$ cat src/hdl/assert_macros.svh
// Assertion macros used by the lexer RTL.
`ifndef ASSERT_MACROS_SVH
`define ASSERT_MACROS_SVH

// Antecedent holds in a cycle -> consequent holds in the same cycle.
`define ASSERT_IMPLIES(label, clk, rst, ante, cons) \
  label: assert property (@(posedge clk) disable iff (rst) (ante) |-> (cons)) \
    else $error("assertion failed: implication");

// Antecedent holds in a cycle -> consequent holds in the next cycle.
`define ASSERT_NEXT(label, clk, rst, ante, cons) \
  label: assert property (@(posedge clk) disable iff (rst) (ante) |=> (cons)) \
    else $error("assertion failed: next-cycle implication");

// Condition holds in every cycle out of reset.
`define ASSERT_ALWAYS(label, clk, rst, cond) \
  label: assert property (@(posedge clk) disable iff (rst) (cond)) \
    else $error("assertion failed: invariant");

`endif

$ cat src/hdl/flx_pkg.sv
// Package of the float literal lexer: phases, character codes, register map.
package flx_pkg;

  localparam int TOKEN_CAPACITY = 64;
  localparam int LIMIT_W        = 12;
  localparam int LENGTH_W       = 7;
  localparam int CHAR_W         = 8;
  localparam int ADDR_W         = 3;
  localparam int DATA_W         = 32;

  typedef enum logic [2:0] {
    PH_MANT_SIGN = 3'd0,
    PH_HEX_ZERO  = 3'd1,
    PH_HEX_X     = 3'd2,
    PH_MANT      = 3'd3,
    PH_EXP_SIGN  = 3'd4,
    PH_EXP       = 3'd5
  } phase_t;

  // Register index, taken from paddr[2]
  typedef enum logic {
    REG_RADIX_MODE  = 1'b0,
    REG_FIELD_LIMIT = 1'b1
  } reg_idx_t;

  localparam logic [CHAR_W-1:0] CH_MINUS = 8'h2D;
  localparam logic [CHAR_W-1:0] CH_PLUS  = 8'h2B;
  localparam logic [CHAR_W-1:0] CH_POINT = 8'h2E;
  localparam logic [CHAR_W-1:0] CH_0     = 8'h30;
  localparam logic [CHAR_W-1:0] CH_9     = 8'h39;
  localparam logic [CHAR_W-1:0] CH_LA    = 8'h61;
  localparam logic [CHAR_W-1:0] CH_LF    = 8'h66;
  localparam logic [CHAR_W-1:0] CH_UA    = 8'h41;
  localparam logic [CHAR_W-1:0] CH_UF    = 8'h46;
  localparam logic [CHAR_W-1:0] CH_LE    = 8'h65;
  localparam logic [CHAR_W-1:0] CH_UE    = 8'h45;
  localparam logic [CHAR_W-1:0] CH_LP    = 8'h70;
  localparam logic [CHAR_W-1:0] CH_UP    = 8'h50;
  localparam logic [CHAR_W-1:0] CH_LX    = 8'h78;
  localparam logic [CHAR_W-1:0] CH_UX    = 8'h58;

  function automatic logic is_dec(input logic [CHAR_W-1:0] c);
    return (c >= CH_0) && (c <= CH_9);
  endfunction

  function automatic logic is_hex_letter(input logic [CHAR_W-1:0] c);
    return ((c >= CH_LA) && (c <= CH_LF)) || ((c >= CH_UA) && (c <= CH_UF));
  endfunction

  function automatic logic is_sign(input logic [CHAR_W-1:0] c);
    return (c == CH_MINUS) || (c == CH_PLUS);
  endfunction

endpackage

$ cat src/hdl/float_literal_lexer_unit.sv
// Top level of the float literal lexer: one character in, one verdict out.
//
//  channel | direction | handshake            | payload
//  --------+-----------+----------------------+-------------------------------------
//  in      | to block  | in_valid / in_ready  | char_code, end_of_input
//  out     | from block| out_valid / out_ready| consumed, stored, ended, token_length
//  cfg     | to block  | APB psel/penable     | radix_mode (0x0), field_limit (0x4)
//
// One item per cycle while the result is not stalled; each item passes the input register,
// then the result register. The phase machine is updated when an item moves from the input
// register into the result register, so consecutive items see each other's state.
// Synchronous active-high reset clears the phase, count, point flag, configuration
// registers and both valid flags. A stalled result holds the input register; in_ready
// then drops once that register is also full.
`include "assert_macros.svh"

module float_literal_lexer_unit #(
  parameter int TOKEN_CAPACITY = flx_pkg::TOKEN_CAPACITY
) (
  input  logic                         clk,
  input  logic                         rst,
  // item input
  input  logic                         in_valid,
  output logic                         in_ready,
  input  logic [flx_pkg::CHAR_W-1:0]   char_code,
  input  logic                         end_of_input,
  // result output
  output logic                         out_valid,
  input  logic                         out_ready,
  output logic                         consumed,
  output logic                         stored,
  output logic                         ended,
  output logic [flx_pkg::LENGTH_W-1:0] token_length,
  // configuration
  input  logic                         psel,
  input  logic                         penable,
  input  logic                         pwrite,
  input  logic [flx_pkg::ADDR_W-1:0]   paddr,
  input  logic [flx_pkg::DATA_W-1:0]   pwdata,
  output logic [flx_pkg::DATA_W-1:0]   prdata,
  output logic                         pready
);

  localparam int CNT_W = $clog2(TOKEN_CAPACITY + 1);
  localparam int LW    = flx_pkg::LIMIT_W;
  localparam int LENW  = flx_pkg::LENGTH_W;
  localparam int DW    = flx_pkg::DATA_W;
  localparam logic [CNT_W-1:0] CAP = CNT_W'(TOKEN_CAPACITY);

  // ---------------------------------------------------------------------------
  // Configuration registers
  // ---------------------------------------------------------------------------
  logic          radix_mode;
  logic [LW-1:0] field_limit;
  logic          cfg_write;

  assign pready    = 1'b1;
  assign cfg_write = psel && penable && pwrite;

  always_ff @(posedge clk) begin
    if (rst) begin
      radix_mode  <= 1'b0;
      field_limit <= '0;
    end else if (cfg_write) begin
      case (flx_pkg::reg_idx_t'(paddr[2]))
        flx_pkg::REG_RADIX_MODE:  radix_mode  <= pwdata[0];
        flx_pkg::REG_FIELD_LIMIT: field_limit <= pwdata[LW-1:0];
        default: ;
      endcase
    end
  end

  always_comb begin
    case (flx_pkg::reg_idx_t'(paddr[2]))
      flx_pkg::REG_RADIX_MODE:  prdata = DW'(radix_mode);
      flx_pkg::REG_FIELD_LIMIT: prdata = DW'(field_limit);
      default:                  prdata = '0;
    endcase
  end

  // ---------------------------------------------------------------------------
  // Input register
  // ---------------------------------------------------------------------------
  logic                       in_full;
  logic [flx_pkg::CHAR_W-1:0] in_char;
  logic                       in_eoi;
  logic                       advance;

  // the held item moves on whenever the result register is free or being emptied
  assign advance  = in_full && (!out_valid || out_ready);
  assign in_ready = !in_full || advance;

  always_ff @(posedge clk) begin
    if (rst) begin
      in_full <= 1'b0;
    end else if (in_ready) begin
      in_full <= in_valid;
    end
  end

  always_ff @(posedge clk) begin
    if (in_valid && in_ready) begin
      in_char <= char_code;
      in_eoi  <= end_of_input;
    end
  end

  // ---------------------------------------------------------------------------
  // Lexer state
  // ---------------------------------------------------------------------------
  flx_pkg::phase_t  phase, phase_next;
  logic [CNT_W-1:0] count, count_next;
  logic             point_seen, point_seen_next;

  logic hex;
  logic is_sgn;
  logic is_exp_letter;
  logic limit_on;
  logic limit_hit;         // count already at the limit before this item
  flx_pkg::phase_t eff_phase;   // phase after sign phases have been skipped
  flx_pkg::phase_t adv_phase;   // phase reached when the item is taken
  logic take, keep, stop, point_set;
  logic             grow;
  logic [CNT_W-1:0] count_new;
  logic             end_all;

  assign hex           = radix_mode;
  assign is_sgn        = !in_eoi && flx_pkg::is_sign(in_char);
  assign is_exp_letter = hex ? ((in_char == flx_pkg::CH_LP) || (in_char == flx_pkg::CH_UP))
                             : ((in_char == flx_pkg::CH_LE) || (in_char == flx_pkg::CH_UE));
  assign limit_on      = (field_limit != '0);
  assign limit_hit     = limit_on && (LW'(count) >= field_limit);

  // Next-state side: a sign phase without a sign falls through to its successor
  always_comb begin
    eff_phase = phase;
    adv_phase = phase;
    case (phase)
      flx_pkg::PH_MANT_SIGN: if (!is_sgn) eff_phase = hex ? flx_pkg::PH_HEX_ZERO
                                                           : flx_pkg::PH_MANT;
      flx_pkg::PH_EXP_SIGN:  if (!is_sgn) eff_phase = flx_pkg::PH_EXP;
      default: ;
    endcase
    case (eff_phase)
      flx_pkg::PH_MANT_SIGN: adv_phase = hex ? flx_pkg::PH_HEX_ZERO : flx_pkg::PH_MANT;
      flx_pkg::PH_HEX_ZERO:  adv_phase = flx_pkg::PH_HEX_X;
      flx_pkg::PH_HEX_X:     adv_phase = flx_pkg::PH_MANT;
      flx_pkg::PH_MANT:      adv_phase = is_exp_letter ? flx_pkg::PH_EXP_SIGN
                                                       : flx_pkg::PH_MANT;
      flx_pkg::PH_EXP_SIGN:  adv_phase = flx_pkg::PH_EXP;
      flx_pkg::PH_EXP:       adv_phase = flx_pkg::PH_EXP;
      default:               adv_phase = flx_pkg::PH_MANT_SIGN;
    endcase
  end

  // Output side: what the character does to the token
  always_comb begin
    take      = 1'b0;
    keep      = 1'b0;
    stop      = 1'b0;
    point_set = 1'b0;
    case (eff_phase)
      flx_pkg::PH_MANT_SIGN, flx_pkg::PH_EXP_SIGN: begin
        // only reached with a sign in hand
        take = 1'b1;
        keep = 1'b1;
      end
      flx_pkg::PH_HEX_ZERO: begin
        if (!in_eoi && (in_char == flx_pkg::CH_0)) take = 1'b1;
        else                                       stop = 1'b1;
      end
      flx_pkg::PH_HEX_X: begin
        if (!in_eoi && ((in_char == flx_pkg::CH_LX) || (in_char == flx_pkg::CH_UX)))
          take = 1'b1;
        else
          stop = 1'b1;
      end
      flx_pkg::PH_MANT: begin
        if (in_eoi) begin
          stop = 1'b1;
        end else if (flx_pkg::is_dec(in_char) || is_exp_letter ||
                     (hex && flx_pkg::is_hex_letter(in_char))) begin
          take = 1'b1;
          keep = 1'b1;
        end else if ((in_char == flx_pkg::CH_POINT) && !point_seen) begin
          take      = 1'b1;
          keep      = 1'b1;
          point_set = 1'b1;
        end else begin
          stop = 1'b1;
        end
      end
      flx_pkg::PH_EXP: begin
        if (!in_eoi && flx_pkg::is_dec(in_char)) begin
          take = 1'b1;
          keep = 1'b1;
        end else begin
          stop = 1'b1;
        end
      end
      default: stop = 1'b1;
    endcase
    // a limit already reached overrides everything: nothing is taken
    if (limit_hit) begin
      take      = 1'b0;
      keep      = 1'b0;
      stop      = 1'b1;
      point_set = 1'b0;
    end
  end

  // Past capacity, characters are still consumed but no longer stored
  assign grow      = take && keep && (count < CAP);
  assign count_new = count + CNT_W'(grow);
  assign end_all   = stop || (take && limit_on && (LW'(count_new) >= field_limit));

  always_comb begin
    phase_next      = phase;
    count_next      = count;
    point_seen_next = point_seen;
    if (advance) begin
      if (end_all) begin
        phase_next      = flx_pkg::PH_MANT_SIGN;
        count_next      = '0;
        point_seen_next = 1'b0;
      end else begin
        phase_next      = take ? adv_phase : eff_phase;
        count_next      = count_new;
        point_seen_next = point_seen || point_set;
      end
    end
  end

  always_ff @(posedge clk) begin
    if (rst) begin
      phase      <= flx_pkg::PH_MANT_SIGN;
      count      <= '0;
      point_seen <= 1'b0;
    end else begin
      phase      <= phase_next;
      count      <= count_next;
      point_seen <= point_seen_next;
    end
  end

  // ---------------------------------------------------------------------------
  // Result register
  // ---------------------------------------------------------------------------
  always_ff @(posedge clk) begin
    if (rst) begin
      out_valid <= 1'b0;
    end else if (advance) begin
      out_valid <= 1'b1;
    end else if (out_ready) begin
      out_valid <= 1'b0;
    end
  end

  always_ff @(posedge clk) begin
    if (advance) begin
      consumed     <= take;
      stored       <= grow;
      ended        <= end_all;
      token_length <= LENW'(count_new);
    end
  end

  // ---------------------------------------------------------------------------
  // Assertions
  // ---------------------------------------------------------------------------
  `ASSERT_IMPLIES(a_stored_needs_consumed, clk, rst, out_valid && stored, consumed)
  `ASSERT_NEXT(a_end_clears_state, clk, rst, advance && end_all,
               phase == flx_pkg::PH_MANT_SIGN && count == '0 && !point_seen)
  `ASSERT_ALWAYS(a_count_within_capacity, clk, rst, count <= CAP)
  `ASSERT_IMPLIES(a_prefix_count_small, clk, rst,
                  phase == flx_pkg::PH_HEX_ZERO || phase == flx_pkg::PH_HEX_X,
                  count <= CNT_W'(1))

endmodule

$ cat config.mk
export PLATFORM = sky130hd
export DESIGN_NAME = float_literal_lexer_unit
export DESIGN_NICKNAME = d
export VERILOG_FILES = /design/src/hdl/flx_pkg.sv /design/src/hdl/float_literal_lexer_unit.sv
export VERILOG_INCLUDE_DIRS = /design/src /design/src/hdl
export SDC_FILE = /design/constraint.sdc
export NUM_CORES = 1
export LEC_CHECK = 0
export BUFFER_PORTS_ARGS = -buffer_cell sky130_fd_sc_hd__clkbuf_2
export CELL_PAD_IN_SITES_DETAIL_PLACEMENT = 0
export CELL_PAD_IN_SITES_GLOBAL_PLACEMENT = 2
export CORE_UTILIZATION = 25
export DETAILED_ROUTE_END_ITERATION = 8
export PLACE_DENSITY = 0.84
export SLEW_MARGIN = 10
export SYNTH_ARGS = -nofsm -noshare
export SYNTH_HDL_FRONTEND = slang
export SYNTH_SLANG_ARGS = --single-unit
export TNS_END_PERCENT = 30
$ cat constraint.sdc
create_clock -name clk -period 4.4 [get_ports clk]
set_input_delay 0.66 -clock clk [delete_from_list [all_inputs] [get_ports clk]]
set_output_delay 0.66 -clock clk [all_outputs]
set_load 0.02 [all_outputs]
==> summary.txt <==
STA
  – Max Clock Freq: 0.2462 GHz
  – Post-layout min period: 4.061 ns
  – Fin. Hold Viols: 0
  – Final worst slack: 0.3391 ns
  – # setup viols final: 0
  – Setup TNS: 0 ns
  – Setup repair after global routing missed its margin: false
  – Clock skew: 0.008848 ns
  – Max_slew headroom: 48.32%
  – Fin. max-slew vios: 0
  – Worst slew pin tran: 0.7724 ns
  – Final period util: 92.29%

Pwr
  – Peak VDD IR: 0.1045 mV
  – Power per Cell Area: 267.6 mW/mm2
  – Switch share: 27.38%
  – Sw Pwr: 251.5 uW
  – Comb power frac: 13.7%
  – Leakage: 0.001448 uW
  – Sequential share of power: 49.9%
  – Int Power: 667.2 uW
  – Clock share of power: 36.4%

Routing
  – Final wirelength: 6734 um
  – Via count: 2,426
  – Drt pass-1 iters: 4
  – # DRC: 0
  – Post-DR wirelength/cell: 12.73 um
  – Drt via density: 4.586
  – DRT antenna net count: 0
  – Initial DRC Count: 148

Cells and area
  – Core Util, Final: 32.96%
  – Final #Nets: 459
  – Ratio of cells with drive above 1 in the final layout: 27.99%
  – Area grow syn2layout: 26.22%
  – Antenna cell count: 0
  – Filler cells: 1,100

Yosys
  – Ys flop type: dfxtp_1
  – Post-synth top cells: nand2_1, a21oi_1, dfxtp_1, buf_4
  – Syn. warnings: 0
  – Yosys top cell by area: edfxtp_1
  – Cell variety after synth: 52
  – Cells after synthesis: 313
  – Number of synthesized flops with an enable pin: 19
  – Mapped cell area: 0.002720 mm2
  – Mean post-synth cell area: 8.690 um2
  – Most frequent cell after synthesis: nand2_1
  – Top cell type's share of synthesized area: 20.98%
  – Register area share after synthesis: 40.11%
  – Async SR Flop Fraction: 0%
  – Synth top area cells: edfxtp_1, dfxtp_1, ha_1, nand2_1, buf_4
  – Synth Register Bits: 45

Die
  – IO Pins: 96
  – Die area: 0.01130 mm2
  – Area of the core: 0.01042 mm2
  – Row cnt: 37
  – Die width: 106.3 um
  – Initial core utilization: 26.11%
  – Die Ht: 106.3 um

GRT
  – Residual overflow from global routing: 0
  – GRT met2 Usage: 19.16%
  – First-pass GRT wire length: 10,910 um
  – Vias in the first global route: 2,256
  – Initial antenna violation count: 0
  – Total track usage: 12.20%
  – M3 GR Usage: 2.207%
  – Global routing usage on met1: 16.59%
  – Largest net degree at the start of global routing: 28
  – Layer with the highest usage: met2

Clock tree
  – Htree depth: 2
  – CTS tree: done
  – Clock latency on the worst-skew pair: 0.31 ns
  – Clock Tree Buf Depth: 2
  – Clock-pin slew on the worst setup and hold paths: 0.10 ns
  – CTS root buf: clkbuf_8
  – CTS Buf Count: 5
  – Sink Count: 45

Worst setup path
  – Reg2reg path depth: 19
  – Critical Path RT: 4.63 ns
  – Worst Path Arrival: 4.29 ns
  – Crit-path max FO: 4
  – CP startpoint kind: flip-flop
  – CP Class: flip-flop to flip-flop
  – Critical Path End Type: flip-flop

Placed design
  – I/O Buffers: 52
  – Final GP Congestion: 0.8353
  – Post-Place Worst Slack: 0.01253 ns
  – HPWL after DPL: 5173 um

Worst hold path
  – WHS Path Cells: 2
  – Hold/Removal Path Class: flip-flop to flip-flop

Run status
  – Outcome: finished clean

Flow run
  – Number of max-cap violations: 0
==> logic make-up (layout without fill, tap and decap cells) <==
logic type / after synthesis / in the layout / share of synthesized area (%)
xor gates and xnor gates: 7 / 7 / 2.254
buffers and inverters: 50 / 111 / 9.843
other: 2 / 21 / 0.2761
muxes: 1 / 1 / 0.4140
AOI/OAI and AO/OA: 67 / 67 / 16.24
and+or+nand+nor: 125 / 125 / 23.50
DFF: 45 / 45 / 40.11
adders and majority gates: 16 / 16 / 7.360
==> per-layer routing <==
layer	routed length [um]	vias up
met4	147	0
met1	3220	1102
li1	-	1227
met5	0	-
met2	2928	85
met3	437	12
==> power groups by stage <==
stage | Combinational, uW | Clock (uW) | Sequential [uW]
finish | 126 | 334 | 458
global route | 138 | 356 | 460
CTS | 123 | 346 | 458
detailed placement | 122 | 0 | 468
global placement | 120 | 0 | 467
floorplan | 84.9 | 0 | 470
==> final cells by class <==
type	count	area [um2]	area share (%)
Tap cell	136	170.2	4.956
Multi-Input combinational cell	237	1475	42.97
Clock inverter	3	48.80	1.421
Sequential cell	45	1091	31.78
Inverter	17	63.81	1.859
Timing Repair Buffer	86	515.5	15.01
Clock buffer	5	68.82	2.004
==> placed cells by master (no fill, tap or decap), drive strengths merged, types with 4 or more instances in the layout <==
cell    count
clkbuf     57
nand2      48
buf        34
a21oi      27
dfxtp      26
conb       21
nor2       19
edfxtp     19
inv        18
ha         16
o21ai      12
nand3       8
nor4        6
o211ai      6
and2        6
nor3        6
nor2b       5
nor3b       5
xnor2       5
nand2b      4
a31oi       4
nand4       4
nor4b       4
==> state kept, by name, indices dropped and copies added, names as in the netlist, 3 cells and up <==
| register | flops |
|---|---|
| count | 7 |
| phase | 3 |
| token_length | 7 |
| field_limit | 12 |
| in_char | 8 |
==> critical path: stages (launching register included) <==
cell and delay, ns:
dfxtp_1 0.34, inv_1 0.06, ha_1 0.31, a21o_1 0.18, a211o_1 0.28, a41oi_1 0.21
o22ai_1 0.15, nor3_2 0.25, ha_1 0.24, ha_2 0.24, nand3_1 0.15, xnor2_2 0.21
ha_1 0.27, a21o_1 0.18, a31oi_1 0.15, o21ai_1 0.12, a221oi_2 0.29, buf_4 0.19
o211ai_1 0.09, o31ai_1 0.08
==> path summary, 6_finish.rpt <==
| check | to | start | slack [ns] |
|---|---|---|---|
| max | phase[2]$_SDFFE_PP0P_ | field_limit[4]$_SDFFE_PP0P_ | 0.34 |
| min | field_limit[11]$_SDFFE_PP0P_ | field_limit[11]$_SDFFE_PP0P_ | 0.48 |
| max reg2reg | phase[2]$_SDFFE_PP0P_ | field_limit[4]$_SDFFE_PP0P_ | 0.34 |
| min reg2reg | field_limit[11]$_SDFFE_PP0P_ | field_limit[11]$_SDFFE_PP0P_ | 0.48 |
==> stage by stage <==
stage / hold slack [ns] / total power [uW] / area (um2) / cells
floorplan: 0.4392 / 555.3 / 2791 / 332
global placement: 0.4477 / 587.5 / 3258 / 519
detailed placement: 0.4632 / 589.6 / 3258 / 519
CTS: 0.4794 / 926.6 / 3381 / 527
global route: 0.4881 / 954.9 / 3433 / 529
finish: 0.4782 / 918.7 / 3433 / 529
==> repair_timing <==
item	CTS	global route
pin swaps	0	3
hold buffers	0	0
setup buffers	0	2
resized for setup	1	8
setup endpoints to repair	1	11
(Power assumes the default switching activity.)
